File: src/hdl/lib_pkg.sv
// Package for the light impulse blink sequencer.
// Holds request and entry codes, field widths, parameter defaults and the result type.
// No dependencies.
package lib_pkg;

    localparam int MAX_STEPS_DEF     = 16;
    localparam int DURATION_BITS_DEF = 24;

    localparam int REQ_TYPE_W = 3;
    localparam int DUR_IN_W   = 24;
    localparam int KIND_W     = 2;
    localparam int CFG_IDX_W  = 1;

    localparam logic [REQ_TYPE_W-1:0] REQ_SET       = 3'd0;
    localparam logic [REQ_TYPE_W-1:0] REQ_TOGGLE    = 3'd1;
    localparam logic [REQ_TYPE_W-1:0] REQ_SET_STATE = 3'd2;
    localparam logic [REQ_TYPE_W-1:0] REQ_IMPULSE   = 3'd3;
    localparam logic [REQ_TYPE_W-1:0] REQ_PATTERN   = 3'd4;
    localparam logic [REQ_TYPE_W-1:0] REQ_TICK      = 3'd5;

    localparam logic [KIND_W-1:0] KIND_TIMED = 2'd0;
    localparam logic [KIND_W-1:0] KIND_OLD   = 2'd1;
    localparam logic [KIND_W-1:0] KIND_LOOP  = 2'd2;

    localparam logic [CFG_IDX_W-1:0] CFG_ENABLED        = 1'd0;
    localparam logic [CFG_IDX_W-1:0] CFG_USE_REAL_STATE = 1'd1;

    typedef struct packed {
        logic drive_valid;
        logic drive_level;
        logic light_state;
        logic changed_event;
        logic accepted;
        logic pattern_full;
    } res_t;

    typedef struct packed {
        logic append;
        logic mark_loop;
    } tbl_ctl_t;

endpackage

File: src/hdl/lib_req_if.sv
// Request channel interface of the sequencer.
// Depends on lib_pkg for field widths.
interface lib_req_if;
    logic                          valid;
    logic                          ready;
    logic [lib_pkg::REQ_TYPE_W-1:0] req_type;
    logic                          level;
    logic [lib_pkg::DUR_IN_W-1:0]   duration_ms;
    logic [lib_pkg::KIND_W-1:0]     entry_kind;
    logic                          first_entry;
    logic                          last_entry;

    modport source (output valid, req_type, level, duration_ms, entry_kind, first_entry,
                    last_entry, input ready);
    modport sink (input valid, req_type, level, duration_ms, entry_kind, first_entry,
                  last_entry, output ready);
endinterface

File: src/hdl/lib_res_if.sv
// Result channel interface of the sequencer.
// No dependencies.
interface lib_res_if;
    logic valid;
    logic ready;
    logic drive_valid;
    logic drive_level;
    logic light_state;
    logic changed_event;
    logic accepted;
    logic pattern_full;

    modport source (output valid, drive_valid, drive_level, light_state, changed_event,
                    accepted, pattern_full, input ready);
    modport sink (input valid, drive_valid, drive_level, light_state, changed_event,
                  accepted, pattern_full, output ready);
endinterface

File: src/hdl/lib_cfg_if.sv
// Configuration write channel interface of the sequencer.
// Depends on lib_pkg for the register index width.
interface lib_cfg_if;
    logic                          valid;
    logic                          ready;
    logic [lib_pkg::CFG_IDX_W-1:0] index;
    logic                          data;

    modport source (output valid, index, data, input ready);
    modport sink (input valid, index, data, output ready);
endinterface

File: src/hdl/lib_step_table.sv
// Pattern step table: level, duration and loop-back flag for each step.
// Depends on lib_pkg for the control struct.
module lib_step_table #(
    parameter int MAX_STEPS     = lib_pkg::MAX_STEPS_DEF,
    parameter int DURATION_BITS = lib_pkg::DURATION_BITS_DEF
) (
    input  logic                          clk,
    input  lib_pkg::tbl_ctl_t             ctl,
    input  logic [$clog2(MAX_STEPS)-1:0]  app_addr,
    input  logic                          app_level,
    input  logic [DURATION_BITS-1:0]      app_dur,
    input  logic [$clog2(MAX_STEPS)-1:0]  loop_addr,
    input  logic [$clog2(MAX_STEPS)-1:0]  flag_addr,
    output logic                          flag_data,
    input  logic [$clog2(MAX_STEPS)-1:0]  rd_addr,
    output logic                          rd_level,
    output logic [DURATION_BITS-1:0]      rd_dur
);

    logic                     level_mem [MAX_STEPS];
    logic [DURATION_BITS-1:0] dur_mem   [MAX_STEPS];
    logic                     loop_mem  [MAX_STEPS];

    always_ff @(posedge clk)
    begin
        if (ctl.append)
        begin
            level_mem[app_addr] <= app_level;
            dur_mem[app_addr]   <= app_dur;
        end
        if (ctl.mark_loop)
        begin
            loop_mem[loop_addr] <= 1'b1;
        end
        if (ctl.append && !(ctl.mark_loop && loop_addr == app_addr))
        begin
            loop_mem[app_addr] <= 1'b0;
        end
    end

    assign flag_data = loop_mem[flag_addr];
    assign rd_level  = level_mem[rd_addr];
    assign rd_dur    = dur_mem[rd_addr];

endmodule

File: src/hdl/lib_core.sv
// Sequencer core: light state, timer and pattern control, one item per cycle
// while fire is high. Depends on lib_pkg and lib_step_table.
module lib_core #(
    parameter int MAX_STEPS     = lib_pkg::MAX_STEPS_DEF,
    parameter int DURATION_BITS = lib_pkg::DURATION_BITS_DEF
) (
    input  logic                            clk,
    input  logic                            rst_n,
    input  logic                            fire,
    input  logic                            enabled,
    input  logic                            use_real_state,
    input  logic [lib_pkg::REQ_TYPE_W-1:0]  req_type,
    input  logic                            level,
    input  logic [lib_pkg::DUR_IN_W-1:0]    duration_ms,
    input  logic [lib_pkg::KIND_W-1:0]      entry_kind,
    input  logic                            first_entry,
    input  logic                            last_entry,
    output lib_pkg::res_t                   res
);

    localparam int IW = $clog2(MAX_STEPS);
    localparam int CW = $clog2(MAX_STEPS + 1);
    localparam int DW = DURATION_BITS;
    localparam logic [CW-1:0] MAX_C = CW'(MAX_STEPS);

    logic          light_reg, light_next;
    logic          running_reg, running_next;
    logic          is_pat_reg, is_pat_next;
    logic [DW-1:0] ticks_reg, ticks_next;
    logic [CW-1:0] count_reg, count_next;
    logic [CW-1:0] loop_idx_reg, loop_idx_next;
    logic          seen_reg, seen_next;
    logic          ntl_reg, ntl_next;
    logic [CW-1:0] cur_reg, cur_next;

    lib_pkg::tbl_ctl_t ctl;
    logic [IW-1:0]     app_addr, loop_addr, rd_addr;
    logic              app_level, flag_data, rd_level;
    logic [DW-1:0]     app_dur, rd_dur, dur;
    logic [CW-1:0]     nx, eff_count, new_count;
    logic              eff_seen;
    logic [CW-1:0]     eff_loop;
    logic              eff_ntl;
    logic              start, start_level;
    logic [DW-1:0]     start_dur;
    logic              drv, drv_level;

    lib_step_table #(
        .MAX_STEPS    (MAX_STEPS),
        .DURATION_BITS(DURATION_BITS)
    ) u_table (
        .clk      (clk),
        .ctl      (ctl),
        .app_addr (app_addr),
        .app_level(app_level),
        .app_dur  (app_dur),
        .loop_addr(loop_addr),
        .flag_addr(cur_reg[IW-1:0]),
        .flag_data(flag_data),
        .rd_addr  (rd_addr),
        .rd_level (rd_level),
        .rd_dur   (rd_dur)
    );

    assign dur       = DW'(duration_ms);
    assign nx        = flag_data ? loop_idx_reg : cur_reg + CW'(1);
    assign eff_count = first_entry ? '0 : count_reg;
    assign eff_seen  = first_entry ? 1'b0 : seen_reg;
    assign eff_loop  = first_entry ? '0 : loop_idx_reg;
    assign eff_ntl   = first_entry ? 1'b1 : ntl_reg;
    assign app_addr  = eff_count[IW-1:0];
    assign loop_addr = IW'(new_count - CW'(1));
    assign rd_addr   = (req_type == lib_pkg::REQ_TICK) ? nx[IW-1:0] : '0;

    always_comb
    begin
        light_next    = light_reg;
        running_next  = running_reg;
        is_pat_next   = is_pat_reg;
        ticks_next    = ticks_reg;
        count_next    = count_reg;
        loop_idx_next = loop_idx_reg;
        seen_next     = seen_reg;
        ntl_next      = ntl_reg;
        cur_next      = cur_reg;
        ctl           = '0;
        app_level     = 1'b0;
        app_dur       = '0;
        new_count     = eff_count;
        start         = 1'b0;
        start_level   = rd_level;
        start_dur     = rd_dur;
        drv           = 1'b0;
        drv_level     = 1'b0;
        res           = '0;
        res.accepted  = (req_type <= lib_pkg::REQ_TICK);

        if (req_type == lib_pkg::REQ_TICK)
        begin
            if (running_reg)
            begin
                if (ticks_reg <= DW'(1))
                begin
                    running_next = 1'b0;
                    ticks_next   = '0;
                    if (!is_pat_reg)
                    begin
                        drv = 1'b1;
                    end
                    else if (cur_reg < count_reg)
                    begin
                        cur_next = nx;
                        start    = (nx < count_reg);
                    end
                end
                else
                begin
                    ticks_next = ticks_reg - DW'(1);
                end
            end
        end
        else if (enabled && req_type < lib_pkg::REQ_TICK)
        begin
            case (req_type) inside
                lib_pkg::REQ_SET, lib_pkg::REQ_TOGGLE:
                begin
                    running_next = 1'b0;
                    drv          = 1'b1;
                    drv_level    = (req_type == lib_pkg::REQ_SET) ? level : !light_reg;
                end
                lib_pkg::REQ_SET_STATE:
                begin
                    light_next        = level;
                    res.changed_event = 1'b1;
                end
                lib_pkg::REQ_IMPULSE:
                begin
                    drv          = 1'b1;
                    drv_level    = 1'b1;
                    running_next = 1'b1;
                    is_pat_next  = 1'b0;
                    ticks_next   = dur;
                end
                default:
                begin
                    if (first_entry)
                    begin
                        running_next = 1'b0;
                    end
                    seen_next     = eff_seen;
                    loop_idx_next = eff_loop;
                    ntl_next      = eff_ntl;
                    if (entry_kind inside {lib_pkg::KIND_TIMED, lib_pkg::KIND_OLD})
                    begin
                        if (eff_count >= MAX_C)
                        begin
                            res.pattern_full = 1'b1;
                        end
                        else
                        begin
                            ctl.append = 1'b1;
                            new_count  = eff_count + CW'(1);
                            if (entry_kind == lib_pkg::KIND_TIMED)
                            begin
                                app_level = eff_ntl;
                                app_dur   = dur;
                                ntl_next  = !eff_ntl;
                            end
                            else
                            begin
                                app_level = light_reg;
                            end
                        end
                    end
                    else if (entry_kind == lib_pkg::KIND_LOOP && !eff_seen)
                    begin
                        seen_next     = 1'b1;
                        loop_idx_next = eff_count;
                    end
                    count_next = new_count;
                    if (last_entry)
                    begin
                        running_next  = 1'b0;
                        ctl.mark_loop = seen_next && (new_count > loop_idx_next);
                        cur_next      = '0;
                        start         = (new_count != '0);
                        if (ctl.append && app_addr == '0)
                        begin
                            start_level = app_level;
                            start_dur   = app_dur;
                        end
                    end
                end
            endcase
        end

        if (start)
        begin
            drv          = 1'b1;
            drv_level    = start_level;
            ticks_next   = start_dur;
            running_next = 1'b1;
            is_pat_next  = 1'b1;
        end
        if (drv)
        begin
            res.drive_valid = 1'b1;
            res.drive_level = drv_level;
            if (!use_real_state)
            begin
                light_next        = drv_level;
                res.changed_event = 1'b1;
            end
        end
        res.light_state = light_next;
        if (!fire)
        begin
            ctl = '0;
        end
    end

    always_ff @(posedge clk or negedge rst_n)
    begin
        if (!rst_n)
        begin
            light_reg    <= 1'b0;
            running_reg  <= 1'b0;
            is_pat_reg   <= 1'b0;
            ticks_reg    <= '0;
            count_reg    <= '0;
            loop_idx_reg <= '0;
            seen_reg     <= 1'b0;
            ntl_reg      <= 1'b1;
            cur_reg      <= '0;
        end
        else if (fire)
        begin
            light_reg    <= light_next;
            running_reg  <= running_next;
            is_pat_reg   <= is_pat_next;
            ticks_reg    <= ticks_next;
            count_reg    <= count_next;
            loop_idx_reg <= loop_idx_next;
            seen_reg     <= seen_next;
            ntl_reg      <= ntl_next;
            cur_reg      <= cur_next;
        end
    end

endmodule

File: src/hdl/light_impulse_blink_sequencer.sv
// Light impulse blink sequencer top level; depends on lib_pkg, the interfaces and lib_core.
// An accepted item is held in the input register and its result then in the result
// register. Throughput is one item per cycle while results are taken.
// Asynchronous active-low reset clears the control state, sets enabled to one and
// use_real_state to zero. The step table is not cleared; only appended entries are read.
module light_impulse_blink_sequencer #(
    parameter int MAX_STEPS     = lib_pkg::MAX_STEPS_DEF,
    parameter int DURATION_BITS = lib_pkg::DURATION_BITS_DEF
) (
    input  logic     clk,
    input  logic     rst_n,
    lib_req_if.sink  req,
    lib_res_if.source res,
    lib_cfg_if.sink  cfg
);

    logic                           in_valid_reg;
    logic [lib_pkg::REQ_TYPE_W-1:0] req_type_reg;
    logic                           level_reg;
    logic [lib_pkg::DUR_IN_W-1:0]   dur_reg;
    logic [lib_pkg::KIND_W-1:0]     kind_reg;
    logic                           first_reg;
    logic                           last_reg;
    logic                           res_valid_reg;
    lib_pkg::res_t                  res_reg, res_next;
    logic                           enabled_reg;
    logic                           use_real_reg;
    logic                           advance, fire, take;

    assign advance   = !res_valid_reg || res.ready;
    assign fire      = in_valid_reg && advance;
    assign req.ready = !in_valid_reg || advance;
    assign take      = req.valid && req.ready;
    assign cfg.ready = 1'b1;

    lib_core #(
        .MAX_STEPS    (MAX_STEPS),
        .DURATION_BITS(DURATION_BITS)
    ) u_core (
        .clk           (clk),
        .rst_n         (rst_n),
        .fire          (fire),
        .enabled       (enabled_reg),
        .use_real_state(use_real_reg),
        .req_type      (req_type_reg),
        .level         (level_reg),
        .duration_ms   (dur_reg),
        .entry_kind    (kind_reg),
        .first_entry   (first_reg),
        .last_entry    (last_reg),
        .res           (res_next)
    );

    always_ff @(posedge clk)
    begin
        if (take)
        begin
            req_type_reg <= req.req_type;
            level_reg    <= req.level;
            dur_reg      <= req.duration_ms;
            kind_reg     <= req.entry_kind;
            first_reg    <= req.first_entry;
            last_reg     <= req.last_entry;
        end
        if (fire)
        begin
            res_reg <= res_next;
        end
    end

    always_ff @(posedge clk or negedge rst_n)
    begin
        if (!rst_n)
        begin
            in_valid_reg  <= 1'b0;
            res_valid_reg <= 1'b0;
            enabled_reg   <= 1'b1;
            use_real_reg  <= 1'b0;
        end
        else
        begin
            if (take)
            begin
                in_valid_reg <= 1'b1;
            end
            else if (fire)
            begin
                in_valid_reg <= 1'b0;
            end
            if (fire)
            begin
                res_valid_reg <= 1'b1;
            end
            else if (res.ready)
            begin
                res_valid_reg <= 1'b0;
            end
            if (cfg.valid)
            begin
                unique case (cfg.index)
                    lib_pkg::CFG_ENABLED:        enabled_reg  <= cfg.data;
                    lib_pkg::CFG_USE_REAL_STATE: use_real_reg <= cfg.data;
                    default:                     enabled_reg  <= enabled_reg;
                endcase
            end
        end
    end

    assign res.valid         = res_valid_reg;
    assign res.drive_valid   = res_reg.drive_valid;
    assign res.drive_level   = res_reg.drive_level;
    assign res.light_state   = res_reg.light_state;
    assign res.changed_event = res_reg.changed_event;
    assign res.accepted      = res_reg.accepted;
    assign res.pattern_full  = res_reg.pattern_full;

endmodule

File: src/flat_wrapper.sv
// flat-port wrapper written by rule: the top's interface ports become plain ports
module light_impulse_blink_sequencer_flat 
#(
    parameter int MAX_STEPS     = lib_pkg::MAX_STEPS_DEF,
    parameter int DURATION_BITS = lib_pkg::DURATION_BITS_DEF
)
  (clk, rst_n, req_valid, req_req_type, req_level, req_duration_ms, req_entry_kind, req_first_entry, req_last_entry, req_ready, res_valid, res_drive_valid, res_drive_level, res_light_state, res_changed_event, res_accepted, res_pattern_full, res_ready, cfg_valid, cfg_index, cfg_data, cfg_ready);
  lib_req_if req_i ();
  lib_res_if res_i ();
  lib_cfg_if cfg_i ();
  input  logic clk;
  input  logic rst_n;
  input wire logic [$bits(req_i.valid)-1:0] req_valid;
  input wire logic [$bits(req_i.req_type)-1:0] req_req_type;
  input wire logic [$bits(req_i.level)-1:0] req_level;
  input wire logic [$bits(req_i.duration_ms)-1:0] req_duration_ms;
  input wire logic [$bits(req_i.entry_kind)-1:0] req_entry_kind;
  input wire logic [$bits(req_i.first_entry)-1:0] req_first_entry;
  input wire logic [$bits(req_i.last_entry)-1:0] req_last_entry;
  output wire logic [$bits(req_i.ready)-1:0] req_ready;
  output wire logic [$bits(res_i.valid)-1:0] res_valid;
  output wire logic [$bits(res_i.drive_valid)-1:0] res_drive_valid;
  output wire logic [$bits(res_i.drive_level)-1:0] res_drive_level;
  output wire logic [$bits(res_i.light_state)-1:0] res_light_state;
  output wire logic [$bits(res_i.changed_event)-1:0] res_changed_event;
  output wire logic [$bits(res_i.accepted)-1:0] res_accepted;
  output wire logic [$bits(res_i.pattern_full)-1:0] res_pattern_full;
  input wire logic [$bits(res_i.ready)-1:0] res_ready;
  input wire logic [$bits(cfg_i.valid)-1:0] cfg_valid;
  input wire logic [$bits(cfg_i.index)-1:0] cfg_index;
  input wire logic [$bits(cfg_i.data)-1:0] cfg_data;
  output wire logic [$bits(cfg_i.ready)-1:0] cfg_ready;
  assign req_i.valid = req_valid;
  assign req_i.req_type = req_req_type;
  assign req_i.level = req_level;
  assign req_i.duration_ms = req_duration_ms;
  assign req_i.entry_kind = req_entry_kind;
  assign req_i.first_entry = req_first_entry;
  assign req_i.last_entry = req_last_entry;
  assign req_ready = req_i.ready;
  assign res_valid = res_i.valid;
  assign res_drive_valid = res_i.drive_valid;
  assign res_drive_level = res_i.drive_level;
  assign res_light_state = res_i.light_state;
  assign res_changed_event = res_i.changed_event;
  assign res_accepted = res_i.accepted;
  assign res_pattern_full = res_i.pattern_full;
  assign res_i.ready = res_ready;
  assign cfg_i.valid = cfg_valid;
  assign cfg_i.index = cfg_index;
  assign cfg_i.data = cfg_data;
  assign cfg_ready = cfg_i.ready;
  light_impulse_blink_sequencer #(.MAX_STEPS(MAX_STEPS), .DURATION_BITS(DURATION_BITS)) u_core (.clk(clk), .rst_n(rst_n), .req(req_i), .res(res_i), .cfg(cfg_i));
endmodule
File: config.mk
export PLATFORM = sky130hd
export DESIGN_NAME = light_impulse_blink_sequencer_flat
export DESIGN_NICKNAME = d
export VERILOG_FILES = /design/src/hdl/lib_pkg.sv /design/src/hdl/lib_req_if.sv /design/src/hdl/lib_res_if.sv /design/src/hdl/lib_cfg_if.sv /design/src/hdl/lib_step_table.sv /design/src/hdl/lib_core.sv /design/src/hdl/light_impulse_blink_sequencer.sv /design/src/flat_wrapper.sv
export SDC_FILE = /design/constraint.sdc
export NUM_CORES = 1
export LEC_CHECK = 0
export BUFFER_PORTS_ARGS = -buffer_cell sky130_fd_sc_hd__buf_2
export CORE_MARGIN = 3
export CORE_UTILIZATION = 41
export DETAILED_ROUTE_END_ITERATION = 6
export SYNTH_ARGS = -nofsm -noshare
export SYNTH_HDL_FRONTEND = slang
export SYNTH_SLANG_ARGS = --single-unit
File: constraint.sdc
create_clock -name clk -period 5.2 [get_ports clk]
set_input_delay 0.52 -clock clk [delete_from_list [all_inputs] [get_ports clk]]
set_output_delay 0.52 -clock clk [all_outputs]
set_load 0.05 [all_outputs]
Word-level counts from Yosys, hierarchy flattened
Memory sizes are Yosys's and may differ from the RTL's.
Index checks and enable logic that the tools add are counted.
Operators by class
  equality and inequality tests: 21
  $add $sub $neg: 4
  magnitude comparators: 7
  bitwise logic cells: 7
  muxes and demuxes: 164
  reductions and logical operators: 40
Operators with widths (count)
  $mux W24: 23
  $mux W5: 27
  $mux W1: 100
  $mux W4: 7
  $le A24 B1 Y1 const B: 1
  $sub A24 B1 Y24 const B: 1
  $reduce_and A6 Y1: 3
  $ne A2 B2 Y1 const B: 8
  $mux W2: 7
  $reduce_bool A2 Y1: 7
  $add A5 B1 Y5 const B: 2
  $lt A5 B5 Y1: 2
  $reduce_and A10 Y1: 1
  $ne A3 B3 Y1 const B: 3
  $logic_and A1 B1 Y1: 8
  $not A1 Y1: 7
  $reduce_or A7 Y1: 1
  $eq A3 B2 Y1 const B: 2
  $logic_not A1 Y1: 6
  $reduce_bool A3 Y1: 2
  $reduce_bool A6 Y1: 1
  $ge A5 B5 Y1 const B: 1
  $gt A5 B5 Y1: 1
  $reduce_bool A5 Y1: 1
  other kinds (18): 21
Storage, ports and cells
  memories: 3
  register bits after elaboration: 86
  memory bits (writable): 416
  logic and storage cells: 271
Memories
  u_core.u_core.u_table.dur_mem: depth 16, width 24, rd ports 1, clocked after Yosys merged registers in 0, wr ports 1, line lib_step_table.sv:21  | logic [DURATION_BITS-1:0] dur_mem [MAX_STEPS];
  u_core.u_core.u_table.level_mem: depth 16, width 1, rd ports 1, clocked after Yosys merged registers in 0, wr ports 1, line lib_step_table.sv:20  | logic level_mem [MAX_STEPS];
  u_core.u_core.u_table.loop_mem: depth 16, width 1, rd ports 1, clocked after Yosys merged registers in 0, wr ports 1, line lib_step_table.sv:22  | logic loop_mem [MAX_STEPS];

Longest topological paths before layout
Gate-level depths: netlist (run 1).
  word-level depth: 26
  mapped depth: 16
  depth with buffers taken out: 14

Hierarchy
A second synthesis (run 1) with hierarchy kept.
Second synthesis, totals
  cells, all modules: 1306
  area total of the unflattened synthesis: 21335.5 µm²
By module, submodules not included
  lib_step_table: instances 1, seq. area each 12331.8 µm², area an instance 15772.6 µm², cells an instance 712
  lib_core: instances 1, seq. area each 1102.3 µm², area an instance 4227.8 µm², cells an instance 540
  light_impulse_blink_sequencer: instances 1, seq. area each 1242.4 µm², area an instance 1335.0 µm², cells an instance 54

Least setup slack after synthesis (run 1)
Ideal clock, no wire load.
  kind: register to register
  start point: reg u_core.u_core.cur_reg[0]
  end point: reg u_core.u_core.ticks_reg[20]
  slack: 1359 ps
  cell stages (with the launch flop): 16
  arrival: 3693 ps
  buffers on the path: 2
  setup time: 148 ps
  path through: dfrtp_1 -> buf_6 -> mux2i_1 -> a221o_1 -> o22ai_4 -> mux2_4 -> ha_1 -> a21o_1 -> a21o_1 -> a211oi_1 -> nand3_2 -> o311ai_4 -> nand2_4 -> buf_6 -> a2111oi_0 -> a221oi_1
On the way
  longest elaborated chain between the ends: 12
  elaborated cells on any way between the ends: 26
Ends and longest elaborated chain
  from (decl): line lib_core.sv:34  | logic [CW-1:0] cur_reg, cur_next;
  from (signal assigned): line lib_core.sv:246  | cur_reg <= cur_next;
  $mem_v2 Z16 W1 / $add A5 B1 Y5 (equally long branches)
  $mux W5: line lib_core.sv:66  | assign nx = flag_data ? loop_idx_reg : cur_reg + CW'(1);
  $mux W4: line lib_core.sv:73  | assign rd_addr = (req_type == lib_pkg::REQ_TICK) ? nx[IW-1:0] : '0;
  $mem_v2 Z16 W24
  $mux W24: line lib_core.sv:187  | if (ctl.append && app_addr == '0)
  $mux W24: line lib_core.sv:181  | if (last_entry)
  $mux W24 (3 in a row): line lib_core.sv:124  | case (req_type) inside
  $mux W24: line lib_core.sv:122  | else if (enabled && req_type < lib_pkg::REQ_TICK)
  $mux W24: line lib_core.sv:98  | if (req_type == lib_pkg::REQ_TICK)
  $mux W24: line lib_core.sv:197  | if (start)
  to (signal assigned): line lib_core.sv:241  | ticks_reg <= ticks_next;
  to (decl): line lib_core.sv:29  | logic [DW-1:0] ticks_reg, ticks_next;
Several ways; a longest one is shown, not always the timed one.
A chain may end at the register's enable or synchronous reset.

Final worst setup path (run 1)
  start point: reg u_core.u_core.cur_reg[0]
  end point: reg u_core.u_core.ticks_reg[3]
Same word-level chain as after synthesis.

==> Flow_metrics.wiki, run 1 <==
{| class="wikitable"
! Metric !! Value
|-
| Status || completed
|-
| Worst Path Arrival || 5190 ps
|-
| Clock-pin transition on the worst setup and hold timing paths || 60 ps
|-
| Leak Pwr || 8.75 nW
|-
| Buffer levels on the longest clock path || 3
|-
| Height of the die || 236 um
|-
| Depth of the critical timing path with buffers and inverters included || 15
|-
| Yosys synthesis warning count || 0
|-
| Least-Margin Pin Slew || 1160 ps
|-
| Switching component of the power || 2.28 mW
|-
| Int Pwr || 6.93 mW
|-
| PD cells || 376 nW/um^2
|-
| Number of distinct library cells after synthesis || 83
|-
| Cells after synthesis || 1696
|-
| Critical path start-end classification || flip-flop to flip-flop
|-
| Post-synthesis area per instance || 12.8 sq um
|-
| Cell chain of the critical path || mux4_2 -> nor2_2 -> o221a_1 -> a21oi_1 -> ha_1 -> a21o_1 -> a21o_1 -> a211oi_1 -> nand3_2 -> o311ai_4 -> buf_4 -> nand2b_1 -> nor2_1 -> a21oi_1 -> o41ai_1
|-
| Number of maximum-capacitance violations || 0
|-
| Post-synthesis net count || 1752
|-
| Switching fraction of total power || 24.8%
|-
| CP Max Fanout || 13
|-
| Total Die Area || 55600 sq um
|-
| Overflow left after global routing || 0
|-
| Kind of launch point of the worst setup path || flip-flop
|-
| Clock sink count || 502
|-
| Simple-gate portion of the synthesized area || 12.9%
|-
| Max FFs per register || 384
|-
| Number of DRC markers after the initial detailed-route iteration || 1515
|-
| Slew HR || 22.6%
|-
| Number of standard-cell rows in the floorplan || 83
|-
| Cell types occupying the most area after synthesis || sky130_fd_sc_hd__edfxtp_1 63%, sky130_fd_sc_hd__nand2_1 5.3%, sky130_fd_sc_hd__dfrtp_1 5.3%, sky130_fd_sc_hd__and3_1 1.6%, sky130_fd_sc_hd__mux2i_1 1.5%
|-
| Multiplexer share of the synthesized area || 2.29%
|-
| Post-CTS Hold Fix Bufs || 0
|-
| Uppermost layer routed || met4
|-
| Average via count per standard cell || 5.97
|-
| Max-slew violation count || 0
|-
| Postcts setup bufs || 0
|-
| Maximum number of pins on one net before global-route repair || 95
|-
| Number of instances resized during post-cts repair || 0
|-
| Path type of the worst min-delay path || input port to async pin
|-
| Worst vdd rail ir drop || 0.226 mV
|-
| Worst r2r src || u_core.u_core.cur_reg[0]
|-
| DR DRC count || 0
|-
| Last weighted congestion value of the routability-driven placer || 0.923
|-
| Fraction of the yosys area taken by sequential cells || 68.5%
|-
| Number of buffer cells added on primary ports || 46
|-
| Initial antenna violation count || 0
|-
| Power share of the clock group || 40.0%
|-
| Met3 wire len || 4890 um
|-
| Number of nets still failing antenna checks after routing || 0
|-
| Sequential power share || 50.8%
|-
| RSZ-0062 raised after global routing || false
|-
| Final setup violating endpoints || 0
|-
| Cells on worst reg2reg path || 15
|-
| Cell with the most instances after synthesis || sky130_fd_sc_hd__edfxtp_1
|-
| Number of flip-flops and latches in the synthesized netlist || 502
|-
| Post-synth top area cell || sky130_fd_sc_hd__edfxtp_1
|-
| Number of nets in the finished design || 1795
|-
| Sum of negative setup slack || 0 ps
|-
| Count of H-tree levels built during CTS || 2
|-
| X dimension of the die || 236 um
|-
| Clock latency on the worst-skew pair || 610 ps
|-
| Vias in the first global route || 14054
|-
| Critical path endpoint category || flip-flop
|-
| Worst setup path startpoint || u_core.u_core.cur_reg[0]
|-
| Number of placed I/O pins || 48
|-
| Number of endpoints with negative hold slack in the final report || 0
|-
| Detailed-routing iteration count for the pre-antenna-repair pass || 5
|-
| DR WL/cell || 24.5 um
|-
| HPWL after detailed placement || 36100 um
|-
| Clock tree root buffer cell || sky130_fd_sc_hd__clkbuf_16
|-
| Proportion of layout cells with a drive suffix above 1 || 12.8%
|-
| Main flop type after synthesis || sky130_fd_sc_hd__edfxtp_1
|-
| Achievable Freq || 211 MHz
|-
| Period utilization || 90.9%
|-
| Synth Cell Area || 21700 sq um
|-
| Synthesized-area fraction occupied by ao, oa, aoi and oai cells || 11.8%
|-
| Area occupied by multi-input gates || 6410 sq um
|-
| Combinational fraction of design power || 9.2%
|-
| EDFF count, synth || 454
|-
| TritonCTS Buffers || 51
|-
| CP max stage cell || sky130_fd_sc_hd__dfrtp_1
|-
| Tot GR Track Use || 21.4%
|-
| Detailed-routing wirelength on met1 || 26600 um
|-
| Core region area || 51800 sq um
|-
| Starting density of the core || 41.8%
|-
| Met2 layer wire length in the routed design || 27200 um
|-
| Filler instances || 4522
|-
| Via count of the routed design || 14685
|-
| Combinational family with the most area after synthesis || simple AND/OR/NAND/NOR gates
|-
| Post-route total power || 9.21 mW
|-
| Detailed-route wire length || 60300 um
|-
| Tmin final || 4730 ps
|-
| Portion of synthesized cell area occupied by the leading cell type || 63.0%
|-
| Worst path bufs/invs || 1
|-
| Crit-path leading delay family || compound AO/OA/AOI/OAI gates
|-
| Global-route wire length before repair || 90800 um
|-
| Xor/xnor cell area share of the yosys netlist || 0.809%
|-
| Data required time at the worst endpoint || 5660 ps
|-
| Share of synthesized cell area in full adder, half adder and majority cells || 0.982%
|-
| Clock tree from TritonCTS || yes
|-
| Share of flip-flops with an asynchronous set or reset after synthesis || 9.56%
|-
| Area taken by flip-flops and latches || 14800 sq um
|-
| Leading cell types by count after synthesis || 454 x sky130_fd_sc_hd__edfxtp_1, 308 x sky130_fd_sc_hd__nand2_1, 82 x sky130_fd_sc_hd__nor2_1
|-
| Growth of design area from synthesis to finish || 13.1%
|-
| Peak per-stage delay on the critical path || 650 ps
|-
| Worst-case clock skew || 31.1 ps
|}
==> per-stage QoR <==
step	utilization, %	cells	hold WS, ps	worst slack, ps	instance area (sq um)
finish	47.2	2460	38.9	471	24500
global route	47.2	2459	65.2	42.5	24500
CTS	47.2	2459	46.2	420	24500
detailed placement	44.0	2366	480	441	22800
global placement	44.0	2366	462	562	22800
floorplan	-	1696	224	1360	21700
==> path summary, 6_finish.rpt <==
path                                                       to  slack (ps)
worst max-delay path               u_core.u_core.ticks_reg[3]         470
worst min-delay path            u_core.u_core.loop_idx_reg[2]          40
worst max register to register     u_core.u_core.ticks_reg[3]         470
worst min register to register  u_core.u_core.loop_idx_reg[2]         490
max in group asynchronous          u_core.u_core.ticks_reg[0]        4630
min in group clk                           u_core.dur_reg[13]          90
==> cell type report <==
class	count	area share, %
multi-input cells	1067	26.2
clock buffers	58	5.45
well taps	680	3.48
clock inverters	35	1.38
diodes	1	0.0102
repair buffers	93	2.54
inverters	24	0.368
flip-flops and latches	502	60.6
==> routing by layer <==
metal | up-vias | GRT usage, %
met1 | 7387 | 31.6
met2 | 639 | 32.4
met3 | 82 | 4.08
li1 | 6577 | -
met5 | - | 0
met4 | 0 | 6.08
==> power groups by stage <==
stage               clock, mW  combinational [mW]  sequential [mW]
floorplan                   0               0.586             4.68
global placement            0               0.817             4.75
detailed placement          0               0.832             4.75
CTS                      3.74               0.838             4.67
global route             3.92               0.937             4.69
finish                   3.68               0.847             4.67
==> cell usage in the layout, fill, tap and decap left out, types with 8 or more instances in the layout <==
master and instances:
sky130_fd_sc_hd__nor2b_1 10, sky130_fd_sc_hd__clkinv_2 9, sky130_fd_sc_hd__a211oi_1 28, sky130_fd_sc_hd__o21ai_1 12
sky130_fd_sc_hd__inv_1 23, sky130_fd_sc_hd__a31oi_1 42, sky130_fd_sc_hd__or3_1 10, sky130_fd_sc_hd__and3_1 57
sky130_fd_sc_hd__a22oi_1 13, sky130_fd_sc_hd__o221ai_1 34, sky130_fd_sc_hd__buf_4 44, sky130_fd_sc_hd__o31ai_1 8
sky130_fd_sc_hd__clkinv_1 14, sky130_fd_sc_hd__nor4_1 9, sky130_fd_sc_hd__mux2i_1 31, sky130_fd_sc_hd__nand2b_1 14
sky130_fd_sc_hd__a311oi_1 11, sky130_fd_sc_hd__nand3_1 54, sky130_fd_sc_hd__nand2_1 308, sky130_fd_sc_hd__a21oi_1 60
sky130_fd_sc_hd__o22ai_1 45, sky130_fd_sc_hd__ha_1 17, sky130_fd_sc_hd__xnor2_1 14, sky130_fd_sc_hd__nor2_4 12
sky130_fd_sc_hd__nor3_1 31, sky130_fd_sc_hd__nor2_1 70, sky130_fd_sc_hd__edfxtp_1 454, sky130_fd_sc_hd__dfrtp_1 46
sky130_fd_sc_hd__clkbuf_16 52, sky130_fd_sc_hd__buf_2 46, sky130_fd_sc_hd__a32oi_1 8, sky130_fd_sc_hd__o21ai_0 52
==> kinds of logic (layout without fill, tap and decap cells) <==
kind of cell,Yosys count,in the layout
AO/OA/AOI/OAI,373,373
multiplexers,44,44
other,1,2
adder cells (fa/ha/maj),17,17
buffers and inverters,127,210
XOR/XNOR,20,20
AND/OR/NAND/NOR,612,612
flip-flops,502,502
Note: power is estimated with default switching activity, not from simulation.
==> run 2, diff against run 1 <==
--- a/config.mk
+++ b/config.mk
@@ -6,7 +6,7 @@
 export NUM_CORES = 1
 export LEC_CHECK = 0
 export BUFFER_PORTS_ARGS = -buffer_cell sky130_fd_sc_hd__buf_2
-export CORE_MARGIN = 3
+export CORE_MARGIN = 2
 export CORE_UTILIZATION = 41
 export DETAILED_ROUTE_END_ITERATION = 6
 export SYNTH_ARGS = -nofsm -noshare
==> constraint.sdc (replaced) <==
create_clock -name clk -period 5.2 [get_ports clk]
set_input_delay 1.04 -clock clk [delete_from_list [all_inputs] [get_ports clk]]
set_output_delay 1.04 -clock clk [all_outputs]
set_load 0.05 [all_outputs]
==> run 2 against run 1 <==
Net effect: via count is essentially flat; maximum frequency increased by 3.2%; cell count grew 0.53%; critical path type unchanged.
==> Flow_metrics.wiki, run 2 (same netlist as run 1, synthesis figures left out) <==
{| class="wikitable"
! Metric !! Value
|-
| Worst Path Arrival || 5130 ps
|-
| Starting density of the core || 41.4%
|-
| Status || completed
|-
| Number of placed I/O pins || 48
|-
| Clock tree root buffer cell || sky130_fd_sc_hd__clkbuf_16
|-
| Worst setup margin || 619 ps
|-
| Max FFs per register || 384
|-
| Number of endpoints with negative hold slack in the final report || 0
|-
| Worst vdd rail ir drop || 0.259 mV
|-
| End-of-flow core utilization || 46.7%
|-
| Number of maximum-capacitance violations || 0
|-
| Height of the die || 234 um
|-
| Critical path start-end classification || flip-flop to flip-flop
|-
| Overflow left after global routing || 0
|-
| Final setup violating endpoints || 0
|-
| Detailed-routing iteration count for the pre-antenna-repair pass || 6
|-
| RSZ-0062 raised after global routing || false
|-
| X dimension of the die || 234 um
|-
| Clock tree from TritonCTS || yes
|-
| Proportion of layout cells with a drive suffix above 1 || 12.5%
|-
| Tot GR Track Use || 21.9%
|-
| Number of instances resized during post-cts repair || 0
|-
| Detailed-route wire length || 59700 um
|-
| Clock latency on the worst-skew pair || 620 ps
|-
| Buffer levels on the longest clock path || 3
|-
| Final instance area || 24400 sq um
|-
| Clock-pin transition on the worst setup and hold timing paths || 60 ps
|-
| Antenna diode count || 0
|-
| Post-Place Setup Slack || 626 ps
|-
| Leak Pwr || 8.72 nW
|-
| DR WL/cell || 24.1 um
|-
| Slew HR || 21.1%
|-
| Leading cell type in the layout, fill and taps excluded || sky130_fd_sc_hd__edfxtp_1
|-
| Last weighted congestion value of the routability-driven placer || 0.895
|-
| Global-route wire length before repair || 89100 um
|-
| Vias in the first global route || 14126
|-
| Register-to-register setup slack || 620 ps
|-
| Via count of the routed design || 14691
|-
| Period utilization || 88.1%
|-
| Postcts setup bufs || 0
|-
| Clock sink count || 502
|-
| Worst-case clock skew || 36.3 ps
|-
| Number of DRC markers after the initial detailed-route iteration || 1645
|-
| Tmin final || 4580 ps
|-
| Critical path endpoint category || flip-flop
|-
| Kind of launch point of the worst setup path || flip-flop
|-
| Achievable Freq || 218 MHz
|-
| Least-Margin Pin Slew || 1180 ps
|-
| Path type of the worst min-delay path || flip-flop to flip-flop
|-
| Post-CTS Hold Fix Bufs || 0
|-
| Count of H-tree levels built during CTS || 2
|-
| Max-slew violation count || 0
|-
| TritonCTS Buffers || 51
|-
| HPWL after detailed placement || 35600 um
|-
| Most frequent cells in the layout || 454 x sky130_fd_sc_hd__edfxtp_1, 308 x sky130_fd_sc_hd__nand2_1, 70 x sky130_fd_sc_hd__nor2_1
|-
| Total Die Area || 54700 sq um
|-
| Number of nets in the finished design || 1798
|-
| Number of standard-cell rows in the floorplan || 84
|-
| Data required time at the worst endpoint || 5750 ps
|-
| Core region area || 52300 sq um
|-
| Cell area after placement || 22800 sq um
|-
| PD cells || 370 nW/um^2
|-
| Sum of negative setup slack || 0 ps
|-
| Average via count per standard cell || 5.94
|-
| Maximum number of pins on one net before global-route repair || 64
|-
| Number of nets still failing antenna checks after routing || 0
|-
| Growth of design area from synthesis to finish || 12.8%
|-
| Initial antenna violation count || 0
|-
| CP Max Fanout || 23
|-
| DR DRC count || 0
|-
| Number of buffer cells added on primary ports || 46
|}
run 2: worst paths after layout:
path / cells after the start / to / startpoint
hold / removal: 1 / u_core.res.valid / u_core.in_valid_reg
setup reg to reg: 13 / u_core.u_core.ticks_reg[4] / u_core.u_core.cur_reg[0]
setup / recovery: 13 / u_core.u_core.ticks_reg[4] / u_core.u_core.cur_reg[0]
min in group asynchronous: 2 / u_core.u_core.loop_idx_reg[2] / rst_n
max in group asynchronous: 2 / u_core.u_core.ticks_reg[19] / rst_n
hold reg to reg: 1 / u_core.res.valid / u_core.in_valid_reg
run 2: power by group:
group          total, mW  switching (mW)  internal (mW)
registers           4.68           0.196           4.48
logic              0.848           0.541          0.307
clock network       3.52            1.57           1.95
total               9.04            2.30           6.74
run 2: layout make-up:
type	count	area [sq um]
clock buffers	66	1350
clock inverters	30	241
fillers	4609	27900
inverters	24	90.1
multi-input cells	1067	6410
flip-flops and latches	502	14800
well taps	688	861
repair buffers	96	643
run 2: metal layers:
layer  vias to the layer above  part of all wire (%)  track usage [%]  wire [um]
met4                         0                   2.7             6.57       1610
met3                       110                   8.6             5.03       5160
li1                       6577                     -                -          -
met2                       637                    45             33.6      26900
met1                      7367                    44             31.1      26100
met5                         -                     0                0          0
run 2: worst max-delay path, stage by stage, from the launching register on:
cell and delay, ps:
sky130_fd_sc_hd__dfrtp_1 660, sky130_fd_sc_hd__mux4_2 580, sky130_fd_sc_hd__nor2_2 230, sky130_fd_sc_hd__o221a_1 350
sky130_fd_sc_hd__a21oi_1 100, sky130_fd_sc_hd__ha_1 320, sky130_fd_sc_hd__a21o_1 190, sky130_fd_sc_hd__a21o_1 170
sky130_fd_sc_hd__a211oi_1 360, sky130_fd_sc_hd__nand3_2 140, sky130_fd_sc_hd__o311ai_4 380, sky130_fd_sc_hd__nand2_4 290
sky130_fd_sc_hd__or4_1 600, sky130_fd_sc_hd__o21ai_1 130
run 2: through the flow:
stage	instances	total power, mW	hold WS (ps)
floorplan	1696	5.26	445
global placement	2377	5.57	468
detailed placement	2377	5.58	481
CTS	2473	9.08	496
global route	2473	9.35	514
finish	2473	9.04	497
==> run 3, diff against run 2 <==
--- a/config.mk
+++ b/config.mk
@@ -5,7 +5,8 @@
 export SDC_FILE = /design/constraint.sdc
 export NUM_CORES = 1
 export LEC_CHECK = 0
-export BUFFER_PORTS_ARGS = -buffer_cell sky130_fd_sc_hd__buf_2
+export BUFFER_PORTS_ARGS = -buffer_cell sky130_fd_sc_hd__buf_4
+export CAP_MARGIN = 20
 export CORE_MARGIN = 2
 export CORE_UTILIZATION = 41
 export DETAILED_ROUTE_END_ITERATION = 6
==> constraint.sdc (replaced) <==
create_clock -name clk -period 5.55 [get_ports clk]
set_input_delay 1.11 -clock clk [delete_from_list [all_inputs] [get_ports clk]]
set_output_delay 1.11 -clock clk [all_outputs]
set_load 0.05 [all_outputs]
==> run 3 against run 2 <==
Net effect: core utilization is 0.12 points higher; worst setup slack better by 120 ps; total power is 5.6% lower; cell area is 0.26% higher; maximum frequency is 4.8% lower; first-iteration DRC count is 10% lower; non-clock buffer count is 12 lower; global-route usage is 0.21 points higher; critical path depth stayed put.
==> Flow_metrics.wiki, run 3 (same netlist as run 1, synthesis figures left out) <==
{| class="wikitable"
! Metric !! Value
|-
| Achievable Freq || 208 MHz
|-
| Data required time at the worst endpoint || 6020 ps
|-
| Postcts setup bufs || 0
|-
| Starting density of the core || 41.4%
|-
| Most frequent cells in the layout || 454 x sky130_fd_sc_hd__edfxtp_1, 308 x sky130_fd_sc_hd__nand2_1, 81 x sky130_fd_sc_hd__buf_4
|-
| Worst hold path cell count || 2
|-
| Tot GR Track Use || 22.1%
|-
| Clock tree from TritonCTS || yes
|-
| Register-to-register setup slack || 740 ps
|-
| Leak Pwr || 8.73 nW
|-
| Worst Path Arrival || 5280 ps
|-
| Final setup violating endpoints || 0
|-
| Worst-case clock skew || 28.3 ps
|-
| Antenna diode count || 0
|-
| Least-Margin Pin Slew || 1090 ps
|-
| Worst path bufs/invs || 0
|-
| RSZ-0062 raised after global routing || false
|-
| TritonCTS Buffers || 51
|-
| Leading cell type in the layout, fill and taps excluded || sky130_fd_sc_hd__edfxtp_1
|-
| Clock sink count || 502
|-
| Clock latency on the worst-skew pair || 610 ps
|-
| Number of endpoints with negative hold slack in the final report || 0
|-
| CP max stage cell || sky130_fd_sc_hd__dfrtp_1
|-
| Peak per-stage delay on the critical path || 670 ps
|-
| Filler instances || 4599
|-
| Growth of design area from synthesis to finish || 13.1%
|-
| Worst r2r src || u_core.u_core.cur_reg[0]
|-
| Number of nets in the finished design || 1786
|-
| Worst setup margin || 737 ps
|-
| Instance count after placement with tap cells included || 2364
|-
| Critical path start-end classification || flip-flop to flip-flop
|-
| Period utilization || 86.7%
|-
| Count of H-tree levels built during CTS || 2
|-
| Number of instances resized during post-cts repair || 0
|-
| PD cells || 348 nW/um^2
|-
| DR WL/cell || 24.5 um
|-
| Crit-path leading delay family || compound AO/OA/AOI/OAI gates
|-
| Number of standard-cell rows in the floorplan || 84
|-
| Maximum number of pins on one net before global-route repair || 93
|-
| Kind of launch point of the worst setup path || flip-flop
|-
| Sum of negative setup slack || 0 ps
|-
| Overflow left after global routing || 0
|-
| Startpoint of the worst hold path || u_core.u_core.is_pat_reg
|-
| Final std cells w/o fill || 2460
|-
| Last weighted congestion value of the routability-driven placer || 0.904
|-
| Initial antenna violation count || 1
|-
| Average via count per standard cell || 5.98
|-
| Max FFs per register || 384
|-
| Worst setup path startpoint || u_core.u_core.cur_reg[0]
|-
| Post-CTS Hold Fix Bufs || 0
|-
| Buffer levels on the longest clock path || 3
|-
| Global-route wire length before repair || 90200 um
|-
| Number of nets still failing antenna checks after routing || 0
|-
| Number of maximum-capacitance violations || 0
|-
| Cells on worst reg2reg path || 13
|-
| Detailed-routing iteration count for the pre-antenna-repair pass || 5
|-
| Number of buffer cells added on primary ports || 46
|-
| HPWL after detailed placement || 35800 um
|-
| X dimension of the die || 234 um
|-
| CP Max Fanout || 23
|-
| Tmin final || 4810 ps
|-
| Proportion of layout cells with a drive suffix above 1 || 12.3%
|-
| Vias in the first global route || 13979
|-
| Slew HR || 26.9%
|-
| Dominant cell type by count on the critical path || sky130_fd_sc_hd__a21o_1
|-
| Terminating pin of the worst hold path || u_core.u_core.is_pat_reg
|-
| Number of DRC markers after the initial detailed-route iteration || 1477
|-
| Post-Place Setup Slack || 755 ps
|-
| Cell chain of the critical path || mux4_2 -> nor2_2 -> o22ai_4 -> a21oi_1 -> ha_1 -> a21o_1 -> a21o_1 -> a211oi_1 -> nand3_2 -> o311ai_4 -> nand2_4 -> a2111oi_0 -> a221oi_1
|-
| Path type of the worst min-delay path || flip-flop to flip-flop
|-
| Status || completed
|-
| DR DRC count || 0
|-
| Number of placed I/O pins || 48
|-
| Height of the die || 234 um
|-
| Total Die Area || 54700 sq um
|-
| Core region area || 52300 sq um
|-
| Clock tree root buffer cell || sky130_fd_sc_hd__clkbuf_16
|-
| Critical path endpoint category || flip-flop
|-
| Detailed-route wire length || 60200 um
|-
| Worst vdd rail ir drop || 0.213 mV
|-
| Via count of the routed design || 14704
|-
| Endpoint of the worst register-to-register path || u_core.u_core.ticks_reg[20]
|-
| Max-slew violation count || 0
|-
| Clock-pin transition on the worst setup and hold timing paths || 60 ps
|}
## run 3: cell count changes in the layout (fill, tap and decap cells not counted), sizes merged
cell,delta
inv,+3
bufinv,+2
buf,-12
clkbuf,-6
## run 3: per-stage QoR
| stage | util, % | hold WS [ps] | total power [mW] | instance area (sq um) |
|---|---|---|---|---|
| 5_1_grt | 46.8 | 510 | 8.83 | 24500 |
| 3_5_place_dp | 43.7 | 472 | 5.24 | 22900 |
| 2_1_floorplan | - | 445 | 4.93 | 21700 |
| 6_report | 46.8 | 494 | 8.53 | 24500 |
| 4_1_cts | 46.7 | 487 | 8.57 | 24500 |
| 3_3_place_gp | 43.6 | 467 | 5.23 | 22800 |
## run 3: how the worst max path moves through the flow
stage                     cells past startpoint  slack, ps                                  end
after CTS                                    13        730          u_core.u_core.ticks_reg[20]
final                                        13        740          u_core.u_core.ticks_reg[20]
after floorplan                               7       1360  u_core.u_core.u_table.dur_mem[8][0]
after detailed placement                     13        750          u_core.u_core.ticks_reg[20]
after global routing                         13        410          u_core.u_core.ticks_reg[20]
after global placement                       13        890           u_core.u_core.ticks_reg[4]
## run 3: where the power goes
part,total [mW],internal (mW),switching [mW]
sequential,4.38,4.20,0.185
clock,3.35,1.88,1.47
combinational,0.798,0.296,0.503
## run 3: layout make-up
class	instances	area, sq um	area share [%]
clock buffers	60	1310	5.35
clock inverters	35	299	1.22
inverters	24	90.1	0.368
multi-input cells	1067	6410	26.2
flip-flops and latches	502	14800	60.6
well taps	688	861	3.51
repair buffers	84	683	2.79
## run 3: metal layers
| layer | vias to the layer above | global-route usage, % | routed length [um] |
|---|---|---|---|
| met3 | 109 | 3.21 | 4710 |
| met2 | 640 | 34.2 | 27200 |
| met4 | 0 | 7.00 | 1710 |
| met1 | 7415 | 32.3 | 26600 |
| li1 | 6540 | - | - |
| met5 | - | 0 | 0 |
## run 3: worst min-delay path, stage by stage (launching register included)
cell and delay [ps]:
sky130_fd_sc_hd__dfrtp_1 340, sky130_fd_sc_hd__nand2_1 60, sky130_fd_sc_hd__nand2_1 60
